[src/hw/rtl/lsts_pkg.sv]
package lsts_pkg;

	localparam int unsigned TimeWidth   = 32;
	localparam int unsigned FactorWidth = 16;
	localparam int unsigned StateWidth  = 3;
	localparam int unsigned CfgIdxWidth = 3;
	localparam int unsigned Latency     = 3;

	typedef enum logic [StateWidth-1:0] {
		LINK_PENDING   = 3'd0,
		LINK_HANDSHAKE = 3'd1,
		LINK_ACTIVE    = 3'd2,
		LINK_STALE     = 3'd3,
		LINK_CLOSED    = 3'd4,
		LINK_OPEN      = 3'd5
	} link_state_t;

	typedef enum logic [CfgIdxWidth-1:0] {
		CFG_HANDSHAKE_LIMIT   = 3'd0,
		CFG_IDLE_LIMIT        = 3'd1,
		CFG_LIFETIME_LIMIT    = 3'd2,
		CFG_STALE_GRACE       = 3'd3,
		CFG_KEEPALIVE_FACTOR  = 3'd4,
		CFG_CLOSED_KEEP_LIMIT = 3'd5
	} cfg_index_t;

endpackage

[src/hw/rtl/link_session_timeout_supervisor.sv]
// Checks one session record per cycle against the current time and reports its close,
// flush, keepalive, stale and removal decisions. A record is taken on any cycle with start
// high; busy stays low, so a table can be swept at one record per clock. The decisions for
// a record appear on the result ports exactly three cycles later for one cycle, marked by
// done, and must be captured then since they cannot be held off. The three stages are the
// base-time selection with the round trip product, the age subtractions with the stale
// deadline sum, and the limit compares. Configuration writes are always ready and should
// only be made while no records are in flight.
module link_session_timeout_supervisor (
	input  logic                                 clk,
	input  logic                                 arst_n,
	input  logic                                 start,
	output logic                                 busy,
	input  logic [lsts_pkg::StateWidth-1:0]      link_state,
	input  logic                                 is_initiator,
	input  logic [lsts_pkg::TimeWidth-1:0]       time_now,
	input  logic [lsts_pkg::TimeWidth-1:0]       time_created,
	input  logic [lsts_pkg::TimeWidth-1:0]       last_rx_time,
	input  logic [lsts_pkg::TimeWidth-1:0]       last_tx_time,
	input  logic [lsts_pkg::TimeWidth-1:0]       last_keepalive_time,
	input  logic [lsts_pkg::TimeWidth-1:0]       keepalive_period,
	input  logic [lsts_pkg::TimeWidth-1:0]       stale_limit,
	input  logic [lsts_pkg::TimeWidth-1:0]       round_trip_ms,
	input  logic                                 cfg_valid,
	output logic                                 cfg_ready,
	input  logic [lsts_pkg::CfgIdxWidth-1:0]     cfg_index,
	input  logic [lsts_pkg::TimeWidth-1:0]       cfg_data,
	output logic                                 done,
	output logic                                 close_due,
	output logic                                 flush_deferred,
	output logic                                 keepalive_due,
	output logic                                 stale_due,
	output logic                                 remove_due
);

	localparam int unsigned TW = lsts_pkg::TimeWidth;

	logic [TW-1:0]                       handshake_limit_q;
	logic [TW-1:0]                       idle_limit_q;
	logic [TW-1:0]                       lifetime_limit_q;
	logic [TW-1:0]                       stale_grace_q;
	logic [lsts_pkg::FactorWidth-1:0]    keepalive_factor_q;
	logic [TW-1:0]                       closed_keep_limit_q;

	assign busy      = 1'b0;
	assign cfg_ready = 1'b1;

	always_ff @(posedge clk or negedge arst_n) begin
		if (!arst_n) begin
			handshake_limit_q   <= '0;
			idle_limit_q        <= '0;
			lifetime_limit_q    <= '0;
			stale_grace_q       <= '0;
			keepalive_factor_q  <= '0;
			closed_keep_limit_q <= '0;
		end else if (cfg_valid && cfg_ready) begin
			case (lsts_pkg::cfg_index_t'(cfg_index))
				lsts_pkg::CFG_HANDSHAKE_LIMIT:   handshake_limit_q   <= cfg_data;
				lsts_pkg::CFG_IDLE_LIMIT:        idle_limit_q        <= cfg_data;
				lsts_pkg::CFG_LIFETIME_LIMIT:    lifetime_limit_q    <= cfg_data;
				lsts_pkg::CFG_STALE_GRACE:       stale_grace_q       <= cfg_data;
				lsts_pkg::CFG_KEEPALIVE_FACTOR:
					keepalive_factor_q <= cfg_data[lsts_pkg::FactorWidth-1:0];
				lsts_pkg::CFG_CLOSED_KEEP_LIMIT: closed_keep_limit_q <= cfg_data;
				default: begin
				end
			endcase
		end
	end

	// Stage 1: base times, round trip product and stale plus grace.
	logic [TW-1:0] last_c;
	logic [TW-1:0] rtt_prod_c;

	assign last_c     = (last_rx_time > last_tx_time) ? last_rx_time : last_tx_time;
	assign rtt_prod_c = round_trip_ms * TW'(keepalive_factor_q);

	logic                               valid_s1;
	logic [lsts_pkg::StateWidth-1:0]    state_s1;
	logic                               init_s1;
	logic [TW-1:0]                      now_s1;
	logic [TW-1:0]                      created_s1;
	logic [TW-1:0]                      act_base_s1;
	logic [TW-1:0]                      in_base_s1;
	logic [TW-1:0]                      tx_s1;
	logic [TW-1:0]                      ka_s1;
	logic                               ka_never_s1;
	logic [TW-1:0]                      period_s1;
	logic [TW-1:0]                      stale_s1;
	logic [TW-1:0]                      rtt_prod_s1;
	logic [TW-1:0]                      stale_grace_s1;

	always_ff @(posedge clk or negedge arst_n) begin
		if (!arst_n) begin
			valid_s1 <= 1'b0;
		end else begin
			valid_s1 <= start && !busy;
		end
	end

	always_ff @(posedge clk) begin
		state_s1       <= link_state;
		init_s1        <= is_initiator;
		now_s1         <= time_now;
		created_s1     <= time_created;
		act_base_s1    <= (last_c == '0) ? time_created : last_c;
		in_base_s1     <= (last_rx_time == '0) ? time_created : last_rx_time;
		tx_s1          <= last_tx_time;
		ka_s1          <= last_keepalive_time;
		ka_never_s1    <= (last_keepalive_time == '0);
		period_s1      <= keepalive_period;
		stale_s1       <= stale_limit;
		rtt_prod_s1    <= rtt_prod_c;
		stale_grace_s1 <= stale_limit + stale_grace_q;
	end

	// Stage 2: wrapping ages and the stale close deadline.
	logic                               valid_s2;
	logic [lsts_pkg::StateWidth-1:0]    state_s2;
	logic                               init_s2;
	logic [TW-1:0]                      act_age_s2;
	logic [TW-1:0]                      in_age_s2;
	logic [TW-1:0]                      life_age_s2;
	logic [TW-1:0]                      out_age_s2;
	logic [TW-1:0]                      ka_age_s2;
	logic                               ka_never_s2;
	logic [TW-1:0]                      period_s2;
	logic [TW-1:0]                      stale_s2;
	logic [TW-1:0]                      deadline_s2;

	always_ff @(posedge clk or negedge arst_n) begin
		if (!arst_n) begin
			valid_s2 <= 1'b0;
		end else begin
			valid_s2 <= valid_s1;
		end
	end

	always_ff @(posedge clk) begin
		state_s2    <= state_s1;
		init_s2     <= init_s1;
		act_age_s2  <= now_s1 - act_base_s1;
		in_age_s2   <= now_s1 - in_base_s1;
		life_age_s2 <= now_s1 - created_s1;
		out_age_s2  <= now_s1 - tx_s1;
		ka_age_s2   <= now_s1 - ka_s1;
		ka_never_s2 <= ka_never_s1;
		period_s2   <= period_s1;
		stale_s2    <= stale_s1;
		deadline_s2 <= stale_grace_s1 + rtt_prod_s1;
	end

	// Stage 3: limit compares and per-state decisions.
	logic close_c;
	logic flush_c;
	logic keep_c;
	logic mark_c;
	logic remove_c;
	logic open_expired_c;

	assign open_expired_c = (act_age_s2 > idle_limit_q) || (life_age_s2 > lifetime_limit_q);

	always_comb begin
		close_c  = 1'b0;
		flush_c  = 1'b0;
		keep_c   = 1'b0;
		mark_c   = 1'b0;
		remove_c = open_expired_c;
		case (lsts_pkg::link_state_t'(state_s2))
			lsts_pkg::LINK_PENDING, lsts_pkg::LINK_HANDSHAKE: begin
				close_c  = act_age_s2 > handshake_limit_q;
				remove_c = act_age_s2 > handshake_limit_q;
			end
			lsts_pkg::LINK_ACTIVE: begin
				flush_c = 1'b1;
				keep_c  = init_s2 && (period_s2 != '0)
					&& ((in_age_s2 >= period_s2) || (out_age_s2 >= period_s2))
					&& (ka_never_s2 || (ka_age_s2 >= period_s2));
				mark_c  = (stale_s2 != '0) && (in_age_s2 >= stale_s2);
			end
			lsts_pkg::LINK_STALE: begin
				close_c  = in_age_s2 >= deadline_s2;
				remove_c = act_age_s2 > idle_limit_q;
			end
			lsts_pkg::LINK_CLOSED: begin
				remove_c = act_age_s2 > closed_keep_limit_q;
			end
			default: begin
				close_c = open_expired_c;
			end
		endcase
	end

	always_ff @(posedge clk or negedge arst_n) begin
		if (!arst_n) begin
			done <= 1'b0;
		end else begin
			done <= valid_s2;
		end
	end

	always_ff @(posedge clk) begin
		close_due      <= close_c;
		flush_deferred <= flush_c;
		keepalive_due  <= keep_c;
		stale_due      <= mark_c;
		remove_due     <= remove_c;
	end

endmodule

[config.mk]
export PLATFORM = sky130hd
export DESIGN_NAME = link_session_timeout_supervisor
export DESIGN_NICKNAME = d
export VERILOG_FILES = /design/src/hw/rtl/lsts_pkg.sv /design/src/hw/rtl/link_session_timeout_supervisor.sv
export SDC_FILE = /design/constraint.sdc
export NUM_CORES = 2
export LEC_CHECK = 0
export ABC_AREA = 1
export BUFFER_PORTS_ARGS = -buffer_cell sky130_fd_sc_hd__buf_2
export CAP_MARGIN = 30
export CORE_MARGIN = 2
export CORE_UTILIZATION = 56
export DETAILED_ROUTE_END_ITERATION = 7
export GPL_TIMING_DRIVEN = 1
export PLACE_DENSITY = 0.78
export SLEW_MARGIN = 10
export SYNTH_ARGS = -nofsm -noshare
export SYNTH_HDL_FRONTEND = slang
export SYNTH_SLANG_ARGS = --single-unit
[constraint.sdc]
create_clock -name clk -period 5.4 [get_ports clk]
set_input_delay 1.62 -clock clk [delete_from_list [all_inputs] [get_ports clk]]
set_output_delay 1.62 -clock clk [all_outputs]
set_load 0.01 [all_outputs]
* Yosys cells after proc, flatten, opt, wreduce, memory -nomap -nowiden
Index checks and enable logic that the tools add are counted.
** Operators by class
- $add $sub $neg :: 7
- Multiply operators :: 1
- Order comparisons :: 10
- Eq/ne operators :: 9
- Muxes and demuxes :: 6
- Reductions and logical operators :: 22
** Operator list (count)
- greater-or-equal comparator 32 bit :: 5
- > comparator 32 bit :: 5
- subtractor 32 bit :: 5
- logical NOT 32 bit :: 3
- two-way mux 32 bit :: 3
- adder 32 bit :: 2
- nonzero test 32 bit :: 2
- multiplier 32 x 16 -> 32 bit :: 1
- equality test 3 x 2 -> 1 bit (second input constant) :: 4
- AND reduction 2 bit :: 6
- equality test 3 bit (second input constant) :: 3
- equality test 3 x 1 -> 1 bit (second input constant) :: 2
- logical NOT 3 bit :: 2
- one-hot mux 1 bit (3 select lines) :: 2
- logical AND 1 bit :: 4
- OR reduction 2 bit :: 2
- logical OR 1 bit :: 3
- two-way mux 1 bit :: 1
** Storage, ports and cells
- Flip-flop bits (word level) :: 770
- Output and inout port bits :: 8
- Logic and storage cells :: 93

* Logic depth before layout (Yosys ltp)
- Depth in word-level cells :: 4
- Depth in mapped cells :: 27
- Mapped depth without buffers :: 26

* Least setup slack after synthesis
No wires, ideal clock.
- Path type :: input-to-reg
- Start point :: input round_trip_ms[5] (netlist bit)
- End point :: register rtt_prod_s1[25]
- Arrival :: 6.932 ns
- Required time :: 5.279 ns
- Setup slack :: -1.653 ns
- Stages :: 23
- Path through :: clkbuf_1 > clkbuf_1 > nand2_1 > fa_1 > inv_1 > fa_1 > inv_1 > fa_1 > inv_1 > fa_1 > fa_1 > inv_1 > fa_1 > inv_1 > ha_1 > nand2_1 > nor2_1 > inv_1 > o21ai_0 > a21oi_1 > o21bai_1 > a21oi_1 > xnor2_1
** Between the ends
- Word-level cells in the longest chain between the ends :: 1
** RTL lines
- start, declared :: line link_session_timeout_supervisor.sv:23 : input logic [lsts_pkg::TimeWidth-1:0] round_trip_ms,
- multiplier 32 x 16 -> 32 bit :: line link_session_timeout_supervisor.sv:76 : assign rtt_prod_c = round_trip_ms * TW'(keepalive_factor_q);
- net rtt_prod_c[25] :: line link_session_timeout_supervisor.sv:73 : logic [TW-1:0] rtt_prod_c;
- end signal, assigned :: line link_session_timeout_supervisor.sv:113 : rtt_prod_s1 <= rtt_prod_c;
- end, declared :: line link_session_timeout_supervisor.sv:90 : logic [TW-1:0] rtt_prod_s1;
The timed path passes the listed nets, and every way through them passes these cells.
A chain may end at the register's enable or synchronous reset.

* Worst setup path in the final report
- Start point :: input round_trip_ms[9] (netlist bit)
- End point :: register rtt_prod_s1[22]
The elaborated chain is that of the path after synthesis.

==> key figures <==
Route
  – Final ANT Viol Nets: 0
  – DRT Pass-1 Iters: 6
  – WL per Instance: 20.6 um
  – DRC: 0
  – DR vias: 43751
  – Drt initial violations: 3739
  – Post-Route WL: 164000 um
  – Vias per cell: 5.51

Synthesis
  – Register area share after synthesis: 0.321
  – Ys Warns: 0
  – Most frequent cell after synthesis: inv_1
  – Post-synth top cells: inv_1 (1305), nand2_1 (1279), ha_1 (602), dfxtp_1 (591), a21oi_1 (397)
  – Post-Synthesis Cells: just over 6000
  – Yosys reg bits: 770
  – Top post-synthesis cells by area: dfxtp_1 (23%), ha_1 (15%), fa_1 (12%)
  – Yosys top cell by area: dfxtp_1
  – Synth async-reset ratio: 0.232
  – Top_reg_cell synth: dfxtp_1
  – Post-synthesis average cell area: about 8.2 sq um
  – EDFF count, synth: 0
  – Count of different cell masters after synthesis: 44
  – Post-Syn Nets: 7439
  – Top cell type's share of synthesized area: 0.233
  – Mapped Area: approximately 51000 sq um

Outcome
  – Status: finished, violations left
  – Violated checks: setup timing

Floorplan
  – Die area: 93100 sq um
  – Core box area: around 90000 sq um
  – Initial core utilization: 0.565
  – Site Rows: 110
  – Ports: 307
  – Chip Width: 305 um
  – DIE HEIGHT: 305 um

Setup path
  – R2r endpoint: rtt_prod_s1[22]$_DFF_P_
  – Crit Path Category: in2reg
  – CP peak stage delay: approximately 0.57 ns
  – Critical path launch point: round_trip_ms[9]
  – R2R Path Start: keepalive_factor_q[5]$_DFFE_PN0P_
  – R2R setup slack: -0.21 ns
  – Critical Path, Cell by Cell: buf_12 -> nand2_4 -> inv_2 -> fa_1 -> inv_2 -> fa_1 -> fa_2 -> inv_2 -> fa_1 -> fa_1 -> inv_2 -> fa_1 -> inv_2 -> ha_4 -> a21oi_4 -> o21ai_4 -> a21oi_4 -> inv_2 -> a21oi_2 -> inv_1 -> nand2_2 -> nand2_1 -> xor2_1
  – CP arrival: 6.46 ns
  – Worst path required time: 5.94 ns
  – CP endpoint kind: flop
  – CP delay by family, top: adder cells
  – R2r worst-path depth: 23
  – CP bufs+invs: 8
  – Crit path launch type: primary input
  – Levels on crit path: 23
  – CP most frequent cell: inv_2
  – Worst-path maximum fanout: 6
  – Critical Path Sink: rtt_prod_s1[22]$_DFF_P_
  – Slowest cell on the critical path: fa_1

STA
  – Fin. Hold Viols: 0
  – Tightest Pin Transition: 0.809 ns
  – Worst Setup Slack, final: -0.519 ns
  – Rel. slew slack: 0.456
  – RSZ-0062 raised after global routing: yes
  – Final setup vio count: 20
  – Slew Viols, Final: 0
  – Fin crit share: 1.10
  – Worst Skew: 0.0263 ns
  – Crit path time final: approximately 5.9 ns
  – WHS: 0.321 ns
  – Fmax: 169 MHz
  – Setup TNS: -7.71 ns

Clock network
  – Clock buffer depth: 3
  – CTS tree: done
  – Clk root buf: clkbuf_16
  – H-tree depth: 3
  – CTS Hold Bufs: 0
  – Worst-skew pair later-pin latency: 0.67 ns
  – Clock transition at path regs: 0.06 ns
  – Clock sink total: 770
  – CTS Buf Count: 82

Place
  – Number of buffers added on ports: between 300 and 400
  – Post-DP Area: 55400 sq um
  – Pre-CTS WS: -1.34 ns
  – RD Place Congestion: 1.03
  – Final HPWL DP: 130000 um

Global routing
  – Number of global-route vias before repair: 43494
  – First-pass GRT wire length: approximately 250000 um
  – Largest net degree at the start of global routing: 135
  – GRT overflow: 0
  – Total GRT Usage: 0.348
  – Initial antenna violation count: 14

Job
  – Max-capacitance violation count: 0

Layout
  – NumNets Final: 7894
  – Share of cells above drive strength 1: 0.142
  – Final Instance Area: 59800 sq um
  – Layout area overhead: 17.8%

Worst hold path
  – Worst Hold Class: reg2reg
layout make-up:
class	instances	area, sq um
Sequential cell	770	16300
Clock inverter	41	591
Antenna cell	7	17.5
Fill cell	7140	30100
Tap cell	1176	1470
Timing Repair Buffer	508	3850
Multi-Input combinational cell	4015	30300
Inverter	1305	4900
Clock buffer	112	2370
cells in the final DEF, fill, tap and decap left out, types with 33 or more instances in the layout:
cell,count
nand4_1,65
xnor2_1,83
buf_12,33
inv_2,82
nand2_2,57
buf_6,34
buf_2,276
ha_1,570
dfrtp_1,179
xor2_1,177
nand2_1,1202
a31oi_1,42
clkbuf_16,87
nor2_1,251
fa_1,282
a21oi_1,370
nand3_1,138
inv_1,1222
nor4_1,33
nor3_1,57
buf_4,148
o21ai_0,373
dfxtp_1,591
how the worst min path moves through the flow:
stage | startpoint | end | slack [ns] | cells past startpoint
finish | stale_s1[11]$_DFF_P_ | stale_s2[11]$_DFF_P_ | 0.32 | 0
floorplan | init_s1$_DFF_P_ | init_s2$_DFF_P_ | 0.31 | 0
global placement | stale_s1[17]$_DFF_P_ | stale_s2[17]$_DFF_P_ | 0.31 | 0
global route | period_s1[24]$_DFF_P_ | period_s2[24]$_DFF_P_ | 0.33 | 0
detailed placement | period_s1[13]$_DFF_P_ | period_s2[13]$_DFF_P_ | 0.31 | 0
CTS | stale_s1[11]$_DFF_P_ | stale_s2[11]$_DFF_P_ | 0.31 | 0
layer usage:
| layer | up-vias | part of all wire | track usage |
|---|---|---|---|
| met2 | 1805 | 0.46 | 0.565 |
| li1 | 20517 | - | - |
| met3 | 477 | 0.069 | 0.0443 |
| met4 | 2 | 0.061 | 0.189 |
| met1 | 20950 | 0.41 | 0.454 |
| met5 | - | 0.000079 | 0 |
logic make-up after synthesis:
logic type                 synth area share
and+or+nand+nor                       0.149
xor gates and xnor gates             0.0466
other                              0.000148
AOI/OAI and AO/OA                     0.105
buffers and inverters                 0.107
DFF                                   0.321
adders and majority gates             0.271
through the flow:
step / cells / util
2_1_floorplan: 6227 / -
3_3_place_gp: 7734 / 0.616
3_5_place_dp: 7738 / 0.616
4_1_cts: 7911 / 0.659
5_1_grt: 7933 / 0.665
6_report: 7934 / 0.665
timing repair:
| item | CTS | global route |
|---|---|---|
| pin swaps | 136 | 88 |
| gates cloned | 2 | 2 |
| buffers inserted | 21 | 19 |
| gates resized for setup | 196 | 129 |
| setup endpoints to repair | 22 | 23 |
Power is left out: the tool's default activity adds up to more than one toggle a clock period on the data nets, which glitch-free logic cannot reach.
